[src/hdl/ucd_pkg.sv]
// shared types and constants of the utf-8 code point decoder
package ucd_pkg;

  localparam int unsigned CP_W      = 21;
  localparam int unsigned PARTIAL_W = 18;
  localparam int unsigned CNT_W     = 3;

  localparam logic [CP_W-1:0] QMARK = CP_W'(8'h3F);

  localparam logic [7:0] CONT_MASK  = 8'hC0;
  localparam logic [7:0] CONT_CODE  = 8'h80;
  localparam logic [7:0] LEAD2_MASK = 8'hE0;
  localparam logic [7:0] LEAD2_CODE = 8'hC0;
  localparam logic [7:0] LEAD3_MASK = 8'hF0;
  localparam logic [7:0] LEAD3_CODE = 8'hE0;
  localparam logic [7:0] LEAD4_MASK = 8'hF8;
  localparam logic [7:0] LEAD4_CODE = 8'hF0;

  // outcome of one byte: cnt results, all '?' but the last, which is cp/repl
  typedef struct packed {
    logic [CNT_W-1:0] cnt;
    logic [CP_W-1:0]  cp;
    logic             repl;
  } step_t;

endpackage

[src/hdl/ucd_if.sv]
// valid/ready channels for byte requests and code point results
interface ucd_byte_if;
  logic       valid;
  logic       ready;
  logic [7:0] data_byte;
  logic       string_end;

  modport source (output valid, data_byte, string_end, input ready);
  modport sink   (input valid, data_byte, string_end, output ready);
endinterface

interface ucd_cp_if;
  logic        valid;
  logic        ready;
  logic [20:0] code_point;
  logic        replaced;
  logic        last_of_run;

  modport source (output valid, code_point, replaced, last_of_run, input ready);
  modport sink   (input valid, code_point, replaced, last_of_run, output ready);
endinterface

[src/hdl/ucd_step.sv]
// sequence state and per-byte decode logic
module ucd_step import ucd_pkg::*; (
  input  logic       clk,
  input  logic       rst,
  input  logic       advance,
  input  logic [7:0] data_byte,
  input  logic       string_end,
  output step_t      res
);

  logic [1:0]           need, need_next;
  logic [1:0]           taken, taken_next;
  logic [PARTIAL_W-1:0] partial, partial_next;

  logic                 is_cont;
  logic [CP_W-1:0]      joined;
  logic [1:0]           need_dec;
  logic [1:0]           taken_inc;
  logic [CNT_W-1:0]     flushed;

  always_comb begin
    is_cont   = (data_byte & CONT_MASK) == CONT_CODE;
    joined    = {partial[CP_W-7:0], data_byte[5:0]};
    need_dec  = need - 2'd1;
    taken_inc = taken + 2'd1;
    flushed   = (need != 2'd0) ? CNT_W'(taken) + CNT_W'(1) : '0;

    need_next    = need;
    taken_next   = taken;
    partial_next = partial;
    res.cnt      = '0;
    res.cp       = QMARK;
    res.repl     = 1'b1;

    if (need != 2'd0 && is_cont) begin
      if (need_dec == 2'd0) begin
        res.cnt      = CNT_W'(1);
        res.cp       = joined;
        res.repl     = 1'b0;
        need_next    = '0;
        taken_next   = '0;
        partial_next = '0;
      end else if (string_end) begin
        // cut short: lead plus every continuation taken so far
        res.cnt      = CNT_W'(taken_inc) + CNT_W'(1);
        need_next    = '0;
        taken_next   = '0;
        partial_next = '0;
      end else begin
        need_next    = need_dec;
        taken_next   = taken_inc;
        partial_next = joined[PARTIAL_W-1:0];
      end
    end else begin
      // broken sequence flushes first, then the byte is decoded afresh
      need_next    = '0;
      taken_next   = '0;
      partial_next = '0;
      res.cnt      = flushed;
      if (data_byte[7] == 1'b0) begin
        res.cnt  = flushed + CNT_W'(1);
        res.cp   = CP_W'(data_byte);
        res.repl = 1'b0;
      end else if ((data_byte & LEAD2_MASK) == LEAD2_CODE ||
                   (data_byte & LEAD3_MASK) == LEAD3_CODE ||
                   (data_byte & LEAD4_MASK) == LEAD4_CODE) begin
        if (string_end) begin
          res.cnt = flushed + CNT_W'(1);
        end else if ((data_byte & LEAD2_MASK) == LEAD2_CODE) begin
          need_next    = 2'd1;
          partial_next = PARTIAL_W'(data_byte[4:0]);
        end else if ((data_byte & LEAD3_MASK) == LEAD3_CODE) begin
          need_next    = 2'd2;
          partial_next = PARTIAL_W'(data_byte[3:0]);
        end else begin
          need_next    = 2'd3;
          partial_next = PARTIAL_W'(data_byte[2:0]);
        end
      end else begin
        res.cnt = flushed + CNT_W'(1);
      end
    end
  end

  always_ff @(posedge clk) begin
    if (rst) begin
      need    <= '0;
      taken   <= '0;
      partial <= '0;
    end else if (advance) begin
      need    <= need_next;
      taken   <= taken_next;
      partial <= partial_next;
    end
  end

endmodule

[src/hdl/ucd_emit.sv]
// result register that plays out the results of one byte, one per cycle while cp_out is ready
module ucd_emit import ucd_pkg::*; (
  input  logic            clk,
  input  logic            rst,
  input  logic            load,
  input  step_t           step,
  output logic            free,
  ucd_cp_if.source        cp_out
);

  logic [CNT_W-1:0] cnt;
  logic [CP_W-1:0]  last_cp;
  logic             last_repl;

  assign free = (cnt == '0) || (cnt == CNT_W'(1) && cp_out.ready);

  assign cp_out.valid       = cnt != '0;
  assign cp_out.last_of_run = cnt == CNT_W'(1);
  assign cp_out.code_point  = (cnt == CNT_W'(1)) ? last_cp : QMARK;
  assign cp_out.replaced    = (cnt == CNT_W'(1)) ? last_repl : 1'b1;

  always_ff @(posedge clk) begin
    if (rst) begin
      cnt <= '0;
    end else if (load) begin
      cnt <= step.cnt;
    end else if (cp_out.valid && cp_out.ready) begin
      cnt <= cnt - CNT_W'(1);
    end
  end

  always_ff @(posedge clk) begin
    if (load) begin
      last_cp   <= step.cp;
      last_repl <= step.repl;
    end
  end

endmodule

[src/hdl/utf8_codepoint_decoder.sv]
// Decodes a UTF-8 byte stream into code points. A byte request is taken into an input
// register; the decode logic and sequence state sit between it and a result register.
// Well-formed input runs at one byte per cycle while cp_out is ready, with one result
// per ASCII byte or completed sequence and none for lead or middle bytes. A malformed
// byte produces up to four results (one '?' for a broken lead and each continuation
// taken, then the byte), which the result register plays out one at a time, holding
// the next byte in the input register. Results of one byte end with last_of_run set.
module utf8_codepoint_decoder import ucd_pkg::*; (
  input  logic      clk,
  input  logic      rst,
  ucd_byte_if.sink  byte_in,
  ucd_cp_if.source  cp_out
);

  logic       held;
  logic [7:0] held_byte;
  logic       held_end;
  logic       free;
  logic       advance;
  step_t      step;

  assign advance       = held && free;
  assign byte_in.ready = !held || advance;

  always_ff @(posedge clk) begin
    if (rst) begin
      held <= 1'b0;
    end else if (byte_in.ready) begin
      held <= byte_in.valid;
    end
  end

  always_ff @(posedge clk) begin
    if (byte_in.valid && byte_in.ready) begin
      held_byte <= byte_in.data_byte;
      held_end  <= byte_in.string_end;
    end
  end

  ucd_step u_step (
    .clk        (clk),
    .rst        (rst),
    .advance    (advance),
    .data_byte  (held_byte),
    .string_end (held_end),
    .res        (step)
  );

  ucd_emit u_emit (
    .clk    (clk),
    .rst    (rst),
    .load   (advance),
    .step   (step),
    .free   (free),
    .cp_out (cp_out)
  );

endmodule

[src/flat_wrapper.sv]
// flat-port wrapper written by rule: the top's interface ports become plain ports
module utf8_codepoint_decoder_flat import ucd_pkg::*;
  (clk, rst, byte_in_valid, byte_in_data_byte, byte_in_string_end, byte_in_ready, cp_out_valid, cp_out_code_point, cp_out_replaced, cp_out_last_of_run, cp_out_ready);
  ucd_byte_if byte_in_i ();
  ucd_cp_if cp_out_i ();
  input  logic clk;
  input  logic rst;
  input wire logic [$bits(byte_in_i.valid)-1:0] byte_in_valid;
  input wire logic [$bits(byte_in_i.data_byte)-1:0] byte_in_data_byte;
  input wire logic [$bits(byte_in_i.string_end)-1:0] byte_in_string_end;
  output wire logic [$bits(byte_in_i.ready)-1:0] byte_in_ready;
  output wire logic [$bits(cp_out_i.valid)-1:0] cp_out_valid;
  output wire logic [$bits(cp_out_i.code_point)-1:0] cp_out_code_point;
  output wire logic [$bits(cp_out_i.replaced)-1:0] cp_out_replaced;
  output wire logic [$bits(cp_out_i.last_of_run)-1:0] cp_out_last_of_run;
  input wire logic [$bits(cp_out_i.ready)-1:0] cp_out_ready;
  assign byte_in_i.valid = byte_in_valid;
  assign byte_in_i.data_byte = byte_in_data_byte;
  assign byte_in_i.string_end = byte_in_string_end;
  assign byte_in_ready = byte_in_i.ready;
  assign cp_out_valid = cp_out_i.valid;
  assign cp_out_code_point = cp_out_i.code_point;
  assign cp_out_replaced = cp_out_i.replaced;
  assign cp_out_last_of_run = cp_out_i.last_of_run;
  assign cp_out_i.ready = cp_out_ready;
  utf8_codepoint_decoder u_core (.clk(clk), .rst(rst), .byte_in(byte_in_i), .cp_out(cp_out_i));
endmodule
[config.mk]
export PLATFORM = sky130hd
export DESIGN_NAME = utf8_codepoint_decoder_flat
export DESIGN_NICKNAME = d
export VERILOG_FILES = /design/src/hdl/ucd_pkg.sv /design/src/hdl/ucd_if.sv /design/src/hdl/ucd_step.sv /design/src/hdl/ucd_emit.sv /design/src/hdl/utf8_codepoint_decoder.sv /design/src/flat_wrapper.sv
export SDC_FILE = /design/constraint.sdc
export NUM_CORES = 1
export LEC_CHECK = 0
export ABC_AREA = 0
export BUFFER_PORTS_ARGS = -buffer_cell sky130_fd_sc_hd__buf_2
export CAP_MARGIN = 5
export CORE_MARGIN = 2
export CORE_UTILIZATION = 40
export DETAILED_ROUTE_END_ITERATION = 8
export SLEW_MARGIN = 15
export SYNTH_ARGS = -nofsm -noshare
export SYNTH_HDL_FRONTEND = slang
export SYNTH_SLANG_ARGS = --single-unit
[constraint.sdc]
create_clock -name clk -period 2.6 [get_ports clk]
set_input_delay 0.52 -clock clk [delete_from_list [all_inputs] [get_ports clk]]
set_output_delay 0.52 -clock clk [all_outputs]
set_load 0.005 [all_outputs]
==> results of run 1 <==
## power by group
group | switching (W) | internal [W] | leakage, nW
clock | 0.000284 | 0.000293 | 0.0563
sequential | 0.0000620 | 0.00104 | 0.479
combinational | 0.000394 | 0.000294 | 0.569
total | 0.000740 | 0.00163 | 1.10
## state kept, by name, indices dropped and copies added (netlist names)
name and count:
u_core.held 1, u_core.held_byte 8, u_core.held_end 1, u_core.u_emit.cnt 3, u_core.u_emit.last_cp 21, u_core.u_emit.last_repl 1, u_core.u_step.need 2, u_core.u_step.partial 15
u_core.u_step.taken 2
## Yosys cell counts (all sizes together), types with 2 or more instances
library cell / number
mux2i: 2
o21ai: 3
or3b: 2
a22oi: 15
nor3: 2
a21oi: 8
edfxtp: 31
nand2b: 13
xnor2: 2
clkbuf: 8
ha: 8
a32oi: 2
dfxtp: 23
nor2b: 2
nand3: 3
xor2: 2
a31oi: 5
and2: 29
nand2: 6
inv: 12
a211oi: 4
buf: 4
nor2: 25
## final timing paths
kind / startpoint / endpoint / slack, ns / cells after the start
worst max-delay path: u_core.u_step.need[0] / u_core.u_emit.last_cp[4] / 0.50 / 5
worst min-delay path: byte_in_data_byte[7] / u_core.held_byte[7] / 0.38 / 1
worst min register to register: u_core.u_step.partial[12] / u_core.u_step.partial[12] / 0.52 / 2
worst max register to register: u_core.u_step.need[0] / u_core.u_emit.last_cp[4] / 0.50 / 5
## kinds of logic (layout without fill, tap and decap cells)
group | Yosys count | after routing | synth area share
compound gates | 44 | 44 | 0.129
fa+ha+maj | 8 | 8 | 0.0410
buf+inv | 24 | 63 | 0.0399
simple gates | 87 | 87 | 0.199
mux | 2 | 2 | 0.00819
xor+xnor | 4 | 4 | 0.0143
flops | 54 | 54 | 0.569
## layer usage
layer	global-route usage	vias up
met4	0.0500	0
met5	0	-
met1	0.203	769
li1	-	865
met2	0.205	41
met3	0.0293	4
## layout make-up
type / count / area share
Multi-Input combinational cell: 145 / 0.337
Clock buffer: 5 / 0.0243
Sequential cell: 54 / 0.491
Inverter: 12 / 0.0159
Timing Repair Buffer: 43 / 0.0813
Clock inverter: 3 / 0.0172
Tap cell: 75 / 0.0331
## metrics by stage
stage	utilization	total power, W	std cells	worst slack [ns]
6_report	0.478	0.00237	337	0.496
5_1_grt	0.478	0.00253	337	0.317
4_1_cts	0.478	0.00240	337	0.474
3_5_place_dp	0.459	0.00182	329	0.493
3_3_place_gp	0.459	0.00182	329	0.560
2_1_floorplan	-	0.00159	223	0.550
==> metrics.txt, run 1 <==
Worst-Margin Slew 0.553 ns; initial antenna violation count 0; Max-Cap Viols 0; Synth cell types 39; GR Overflow Total 0; drc violations 0; Syn-to-layout area delta 15.9%; Die Height 82.2 microns; # setup viols final 0; metal1 wirelength 2.12 mm; area occupied by multi-input gates 955 sq um; family with the most delay on the worst path simple AND/OR/NAND/NOR gates; routed length on met2 1.91 mm; die width 82.2 microns; gr usage total 0.139; vias in the first global route 1396; max layer used met4; vias per std cell 4.98; clock root buffer clkbuf_8; final WL 4.28 mm; status complete, no violations; Port Buffers 37; Syn. warnings 0; hold buffer count at CTS 0; number of fill cells 562; Routed met3 length 195 microns; crit path DAT 2.15 ns; Cells after Synth 223; H-tree levels 2; Core ar. 5920 sq um; design area 2830 sq um; setup bufs post-CTS 0; cell taking the most area after synthesis edfxtp_1; sequential standard cell area 1390 sq um; Hold Path Class in2reg; post-synthesis sequential area ratio 0.569; clock transition at the registers of the reported paths 0.10 ns; slowest library cell on the worst path or3b_1; Die Area 6750 sq um; maximum vdd ir drop 0.332 mV; post-synth net total 244; Clock Tree Buf Depth 2; global-route wire length before repair 6.93 mm; Synth Area per Inst 11.0 sq um; gpl congestion 0.825; Initial Utilization 0.413; Initial DRC Count 105; crit path launch type flop; CTS tree done; largest fanout on the critical path 8; Final ANT Viol Nets 0; count of pins over their slew limit 0; wire per inst 12.7 microns; Layout Nets 282; CTS Buf Count 5; Post-synth EDFFs 31; commonest non-fill, non-tap cell in the layout buf_2; power per cell area 837 nW/um^2; row count 28; Mapped Area 2440 sq um; hpwl dp 3.08 mm; DR vias 1679; critical path endpoint category flop; fraction of registers with async set/reset 0; WP data required 2.65 ns; largest net degree at the start of global routing 25; top post-synthesis cells by area edfxtp_1, dfxtp_1, and2_1, a22oi_1, ha_1; final hold violation count 0; CTS resizes 0; clock skew 0.00612 ns; Highest Clock Rate 475 MHz; most frequent cells in the layout buf_2, edfxtp_1, and2_1, nor2_1, dfxtp_1; Antenna Cells 0; worst path cell trace inv_1 -> ha_1 -> or3b_1 -> o21ai_1 -> nand2b_1; WHS 0.381 ns; RSZ-0062 raised after global routing false; DR pass1 iterations 4; static leakage 1.10 nW; placed cell areas 2720 sq um; crit path time final 2.10 ns; crit-path max cell delay 0.50 ns; worst skew pair latency 0.31 ns; CP Buf/Inv Count 1; Synth Register Bits 54; setup TNS 0 ns; layout cell share with drive strength beyond 1 0.214; post-route clock period utilization 0.809; top-area cell type share of the netlist area 0.381; Setup CP Type reg2reg; CTS sink cnt 54; # IOs 38; Max-slew headroom 0.629; top_reg_cell synth edfxtp_1
No activity file was read; power rests on OpenSTA's default activity.
==> run 2: changes to the inputs <==
--- a/config.mk
+++ b/config.mk
@@ -5,7 +5,7 @@
 export SDC_FILE = /design/constraint.sdc
 export NUM_CORES = 1
 export LEC_CHECK = 0
-export ABC_AREA = 0
+export ABC_AREA = 1
 export BUFFER_PORTS_ARGS = -buffer_cell sky130_fd_sc_hd__buf_2
 export CAP_MARGIN = 5
 export CORE_MARGIN = 2
==> constraint.sdc (replaced) <==
create_clock -name clk -period 1.8 [get_ports clk]
set_input_delay 0.36 -clock clk [delete_from_list [all_inputs] [get_ports clk]]
set_output_delay 0.36 -clock clk [all_outputs]
set_load 0.005 [all_outputs]
==> run 2 against run 1 <==
Net effect:
- setup slack lost 0.48 ns
- worst hold slack lost 0.16 ns
- global-route usage grew 1.8 points
- clock power grew 13%
- count of clock-buffer cells in the layout grew 2
- critical path depth grew 1
- area after synthesis grew 1.5%
==> metrics.txt, run 2 <==
gr usage total 0.157 (was 0.139); Syn-to-layout area delta 26.8% (was 15.9%); die width 82.7 microns (was 82.2 microns); hold buffer count at CTS 0 (unchanged); # IOs 38 (unchanged); GR Overflow Total 0 (unchanged); largest fanout on the critical path 9 (was 8); wire per inst 12.2 microns (was 12.7 microns); Antenna Cells 0 (unchanged); H-tree levels 2 (unchanged); clock transition at the registers of the reported paths 0.09 ns (was 0.10 ns); family with the most delay on the worst path buffers and inverters (was simple AND/OR/NAND/NOR gates); Port Buffers 37 (unchanged); layout cell share with drive strength beyond 1 0.297 (was 0.214); status complete, no violations (unchanged); Layout Nets 350 (was 282); count leader, synth inv_1 (was edfxtp_1); worst skew pair latency 0.30 ns (was 0.31 ns); crit path time final 1.78 ns; final WL 4.96 mm (was 4.28 mm); max FFs per register 21 (unchanged); WP data required 1.44 ns (was 2.65 ns); DR pass1 iterations 4 (unchanged); Worst-Margin Slew 0.364 ns (was 0.553 ns); Initial DRC Count 70 (was 105); crit-path max cell delay 0.33 ns (was 0.50 ns); post-synth net total 295 (was 244); Max-Cap Viols 0 (unchanged); worst slack, placed 0.0751 ns (was 0.493 ns); RSZ-0062 raised after global routing true (was false); Initial Utilization 0.416 (was 0.413); post-route clock period utilization 0.991; Post-synth EDFFs 31 (unchanged); post-synthesis sequential area ratio 0.561 (was 0.569); CTS Buf Count 5 (unchanged); vias in the first global route 1779 (was 1396); commonest non-fill, non-tap cell in the layout inv_1 (was buf_2); Max-slew headroom 0.757 (was 0.629); Die Height 82.7 microns (was 82.2 microns); top post-synthesis cells by area edfxtp_1, dfxtp_1, inv_1, nor2_1, nand2_1 (was edfxtp_1, dfxtp_1, and2_1, a22oi_1, ha_1); Hold Path Class in2reg (unchanged); power per cell area 1230 nW/um^2 (was 837 nW/um^2); Cells after Synth 274 (was 223); top_reg_cell synth edfxtp_1 (unchanged); Post-Layout Cell Count 405 (was 337); Syn. warnings 0 (unchanged); Synth Register Bits 54 (unchanged); Highest Clock Rate 560 MHz; area occupied by multi-input gates 925 sq um (was 955 sq um); static leakage 1.33 nW (was 1.10 nW); total power 0.00386 W (was 0.00237 W); commonest cells in the netlist inv_1, nor2_1, nand2_1 (was edfxtp_1, and2_1, nor2_1); slowest library cell on the worst path dfxtp_2 (was or3b_1); initial antenna violation count 0 (unchanged); crit path launch type flop (unchanged); register bank with the most flops u_core.u_emit.last_cp (unchanged); Cells after DPL 390 (was 329); CP Buf/Inv Count 3 (was 1); Final ANT Viol Nets 0 (unchanged); Die Area 6850 sq um (was 6750 sq um); number of fill cells 547 (was 562); Final WS setup 0.0158 ns (was 0.496 ns); CTS tree done (unchanged); vias per std cell 4.71 (was 4.98); critical path endpoint category output port (was flop); Mapped Area 2480 sq um (was 2440 sq um); crit path DAT 1.42 ns (was 2.15 ns); sequential standard cell area 1400 sq um (was 1390 sq um); design area 3150 sq um (was 2830 sq um); count of pins over their slew limit 0 (unchanged); Synth cell types 28 (was 39); setup TNS 0 ns (unchanged); # setup viols final 0 (unchanged); fraction of registers with async set/reset 0 (unchanged); clock root buffer clkbuf_8 (unchanged); Top Registers u_core.u_emit.last_cp x21, u_core.u_step.partial x15, u_core.held_byte x8 (unchanged); Clock Tree Buf Depth 2 (unchanged); placed cell areas 2840 sq um (was 2720 sq um); gpl congestion 0.858 (was 0.825); DR vias 1908 (was 1679); Synth Area per Inst 9.05 sq um (was 11.0 sq um); top-area cell type share of the netlist area 0.375 (was 0.381); hpwl dp 3.38 mm (was 3.08 mm); cell taking the most area after synthesis edfxtp_1 (unchanged); most frequent cells in the layout inv_1, nor2_1, nand2_1, edfxtp_1, buf_2 (was buf_2, edfxtp_1, and2_1, nor2_1, dfxtp_1); clock skew 0.00622 ns (was 0.00612 ns); Setup CP Type reg2out (was reg2reg); global-route wire length before repair 7.97 mm (was 6.93 mm); drc violations 0 (unchanged); row count 28 (unchanged); final hold violation count 0 (unchanged); largest net degree at the start of global routing 29 (was 25); CTS sink cnt 54 (unchanged); maximum vdd ir drop 0.627 mV (was 0.332 mV); Core ar. 5960 sq um (was 5920 sq um); worst path cell trace inv_2 -> ha_4 -> nand2_4 -> buf_12 -> or2_4 -> buf_6 (was inv_1 -> ha_1 -> or3b_1 -> o21ai_1 -> nand2b_1)
-- run 2: cell types whose count changed in the layout (fill, tap and decap cells not counted), sizes merged, moves of 8 or more --
| cell | before | now |
|---|---|---|
| inv | 13 | 52 |
| nand2 | 6 | 37 |
| and2 | 29 | 0 |
| nor2 | 25 | 46 |
| nand2b | 13 | 0 |
| or2 | 0 | 11 |
| buf | 43 | 53 |
| nand3 | 3 | 11 |
-- run 2: per-stage QoR --
| stage | utilization | hold slack (ns) |
|---|---|---|
| 2_1_floorplan | - | 0.452 |
| 3_3_place_gp | 0.477 | 0.474 |
| 3_5_place_dp | 0.477 | 0.475 |
| 4_1_cts | 0.504 | 0.214 |
| 5_1_grt | 0.528 | 0.206 |
| 6_report | 0.528 | 0.221 |
-- run 2: power breakdown --
part / internal [W] / switching [W] / total (W)
clock network: 0.000276 / 0.000380 / 0.000656
registers: 0.00154 / 0.0000947 / 0.00163
logic: 0.000733 / 0.000834 / 0.00157
total: 0.00255 / 0.00131 / 0.00386
-- run 2: layout make-up --
type | count | share of cell area
flip-flops and latches | 54 | 0.445
well taps | 75 | 0.0298
clock buffers | 7 | 0.0243
repair inverters | 1 | 0.00239
clock inverters | 1 | 0.00239
multi-input cells | 158 | 0.294
repair buffers | 54 | 0.134
inverters | 55 | 0.0680
-- run 2: cell families (layout without fill, tap and decap cells) --
group | Yosys count | in the layout | share of synthesized area
buffers and inverters | 62 | 118 | 0.0954
xor gates and xnor gates | 2 | 2 | 0.00706
adders and majority gates | 8 | 8 | 0.0404
AOI/OAI and AO/OA | 39 | 39 | 0.100
DFF | 54 | 54 | 0.561
and+or+nand+nor | 109 | 109 | 0.196
-- run 2: worst paths after layout --
kind         slack (ns)                        to                startpoint  depth (start not counted)
max                0.02      cp_out_code_point[4]      u_core.u_emit.cnt[1]                          6
min                0.22           u_core.held_end        byte_in_string_end                          1
min reg2reg        0.49  u_core.u_step.partial[2]  u_core.u_step.partial[2]                          2
max reg2reg        0.15      u_core.u_emit.cnt[2]     u_core.u_step.need[0]                         11
-- run 2: layer usage --
layer  vias to the layer above  wire length [microns]  share of wire  track usage
li1                        990                      -              -            -
met1                       876                   2130           0.43        0.182
met2                        36                   2580           0.52        0.281
met3                         6                    183          0.037       0.0315
met4                         0                     64          0.013       0.0689
met5                         -                      0              0            0
-- run 2: what timing repair did --
| action | CTS | global route |
|---|---|---|
| setup endpoints to repair | 8 | 61 |
| gates cloned | 1 | 1 |
| pin swaps | 1 | 4 |
| gates resized for setup | 11 | 28 |
| buffers inserted | 2 | 3 |
==> run 3: changes to the inputs <==
--- a/config.mk
+++ b/config.mk
@@ -11,6 +11,7 @@
 export CORE_MARGIN = 2
 export CORE_UTILIZATION = 40
 export DETAILED_ROUTE_END_ITERATION = 8
+export RECOVER_POWER = 50
 export SLEW_MARGIN = 15
 export SYNTH_ARGS = -nofsm -noshare
 export SYNTH_HDL_FRONTEND = slang
==> constraint.sdc (replaced) <==
create_clock -name clk -period 1.8 [get_ports clk]
set_input_delay 0.09 -clock clk [delete_from_list [all_inputs] [get_ports clk]]
set_output_delay 0.09 -clock clk [all_outputs]
set_load 0.005 [all_outputs]
==> run 3 against run 2 <==
Net effect:
- final cell count increased by 1.5%
- via count shrank 2.9%
- highest routed layer unchanged
- maximum frequency increased by 8.5%
- sequential power about the same
- power fell by 6.1%
- global-route usage is 1.4 points lower
- core utilization fell by 1.5 points
- non-clock buffer count increased by 7
- wire length fell by 7.9%
==> metrics.txt, run 3 (same netlist as run 2, synthesis figures left out) <==
status complete, no violations (unchanged); layout cell share with drive strength beyond 1 0.241 (was 0.297); metal1 wirelength 2.15 mm (was 2.13 mm); Hold Path Class in2reg (unchanged); Max-Cap Viols 0 (unchanged); post-route clock period utilization 0.914 (was 0.991); Setup CP Type reg2out (unchanged); CTS tree done (unchanged); # IOs 38 (unchanged); wire per inst 11.1 microns (was 12.2 microns); worst reg2reg path depth 7 (was 11); CTS sink cnt 54 (unchanged); row count 28 (unchanged); clock power share 0.222 (was 0.170); worst slack, placed 0.0567 ns (was 0.0751 ns); vias in the first global route 1632 (was 1779); count of pins over their slew limit 0 (unchanged); RR Endpoint u_core.u_emit.last_cp[0] (was u_core.u_emit.cnt[2]); hpwl dp 3.34 mm (was 3.38 mm); power per cell area 1180 nW/um^2 (was 1230 nW/um^2); Worst-Margin Slew 0.415 ns (was 0.364 ns); drc violations 0 (unchanged); Antenna Cells 0 (unchanged); Critical Path Sink cp_out_code_point[3] (was cp_out_code_point[4]); initial antenna violation count 0 (unchanged); final WL 4.57 mm (was 4.96 mm); static leakage 1.31 nW (was 1.33 nW); routed length on met2 2.21 mm (was 2.58 mm); vias per std cell 4.51 (was 4.71); r2r startpoint u_core.u_step.need[0] (unchanged); gpl congestion 0.895 (was 0.858); Top Registers u_core.u_emit.last_cp x21, u_core.u_step.partial x15, u_core.held_byte x8 (unchanged); Die Height 82.7 microns (unchanged); Highest Clock Rate 608 MHz (was 560 MHz); register bank with the most flops u_core.u_emit.last_cp (unchanged); DR vias 1853 (was 1908); CTS Buf Count 5 (unchanged); largest net degree at the start of global routing 24 (was 29); Util after Layout 0.513 (was 0.528); GR Overflow Total 0 (unchanged); Final WS setup 0.155 ns (was 0.0158 ns); largest fanout on the critical path 23 (was 9); Sequential Power Share 0.445 (was 0.423); Internal 0.00243 W (was 0.00255 W); commonest non-fill, non-tap cell in the layout inv_1 (unchanged); worst skew pair latency 0.30 ns (about the same); gr usage total 0.143 (was 0.157); H-tree levels 2 (unchanged); Max-slew headroom 0.723 (was 0.757); clock transition at the registers of the reported paths 0.09 ns (about the same); Initial DRC Count 71 (was 70); Hold Path Stages 3 (was 1); clock root buffer clkbuf_8 (unchanged); Clock Tree Buf Depth 2 (unchanged); crit path launch type flop (unchanged); Core ar. 5960 sq um (unchanged); crit path time final 1.64 ns (was 1.78 ns); WP data required 1.71 ns (was 1.44 ns); r2r setup slk 0.16 ns (was 0.15 ns); Initial Utilization 0.416 (unchanged); Combinational Power Share 0.333 (was 0.406); crit path DAT 1.55 ns (was 1.42 ns); Layout Nets 356 (was 350); maximum vdd ir drop 0.411 mV (was 0.627 mV); most frequent cells in the layout inv_1, nor2_1, buf_2, nand2_1, edfxtp_1 (was inv_1, nor2_1, nand2_1, edfxtp_1, buf_2); max FFs per register 21 (unchanged); Final ANT Viol Nets 0 (unchanged); die width 82.7 microns (unchanged); worst path cell trace inv_1 -> ha_1 -> nand2_1 -> buf_4 -> or2_2 -> buf_2 (was inv_2 -> ha_4 -> nand2_4 -> buf_12 -> or2_4 -> buf_6); Sw Pwr 0.00119 W (was 0.00131 W); final hold violation count 0 (unchanged); slowest library cell on the worst path dfxtp_1 (was dfxtp_2); max layer used met4 (unchanged); critical path endpoint category output port (unchanged); # setup viols final 0 (unchanged); Syn-to-layout area delta 23.3% (was 26.8%); sw frac 0.329 (was 0.340); Routed met3 length 153 microns (was 183 microns); Port Buffers 37 (unchanged); RSZ-0062 raised after global routing true (unchanged); crit-path max cell delay 0.32 ns (was 0.33 ns); DR pass1 iterations 4 (unchanged); WHS 0.0469 ns (was 0.221 ns); Die Area 6850 sq um (unchanged); clock skew 0.00555 ns (was 0.00622 ns); global-route wire length before repair 7.46 mm (was 7.97 mm); critical path startpoint u_core.u_emit.cnt[1] (unchanged)
-- run 3: through the flow --
step / cells / TNS [ns] / area [sq um] / power [W]
2_1_floorplan: 274 / 0 / 2480 / 0.00240
3_3_place_gp: 390 / 0 / 2820 / 0.00281
3_5_place_dp: 390 / 0 / 2820 / 0.00282
4_1_cts: 407 / 0 / 3020 / 0.00365
5_1_grt: 411 / -0.00944 / 3060 / 0.00394
6_report: 411 / 0 / 3060 / 0.00362
-- run 3: worst min path at each step --
| stage | startpoint | endpoint | slack (ns) |
|---|---|---|---|
| 6_report | byte_in_valid | u_core.held | 0.05 |
| 2_1_floorplan | byte_in_data_byte[0] | u_core.held_byte[0] | 0.19 |
| 5_1_grt | byte_in_valid | u_core.held | 0.07 |
| 3_5_place_dp | byte_in_data_byte[4] | u_core.held_byte[4] | 0.27 |
| 3_3_place_gp | byte_in_data_byte[7] | u_core.held_byte[7] | 0.27 |
| 4_1_cts | byte_in_valid | u_core.held | 0.04 |
-- run 3: area by class of cell --
type	count	area, sq um
clock buffers	5	68.8
clock inverters	3	42.5
fillers	561	2900
inverters	55	210
multi-input cells	158	857
flip-flops and latches	54	1390
well taps	75	93.8
repair buffers	61	392
-- run 3: power by group through the flow --
stage	Combinational (W)	Sequential (W)	Clock [W]
final	0.00121	0.00161	0.000804
after global routing	0.00142	0.00164	0.000880
after CTS	0.00120	0.00161	0.000837
after global placement	0.00117	0.00164	0
after floorplan	0.000788	0.00162	0
after detailed placement	0.00118	0.00164	0
-- run 3: routing by layer --
metal	up-vias	global-route usage
met5	-	0
met4	0	0.0344
met2	31	0.244
li1	998	-
met3	5	0.0326
met1	819	0.185
-- run 3: repair_timing --
item / CTS / global route
hold buffers: 9 / 0
buffers inserted: 0 / 4
setup endpoints to repair: 0 / 34
resized for setup: 0 / 4
hold endpoints to repair: 9 / 0
-- run 3: critical path, delay by kind of cell (launching register included) --
family	cells	cell delay (ns)
buffers and inverters	3	0.42
adder cells (fa/ha/maj)	1	0.14
AND/OR/NAND/NOR	2	0.36
flip-flops	1	0.32
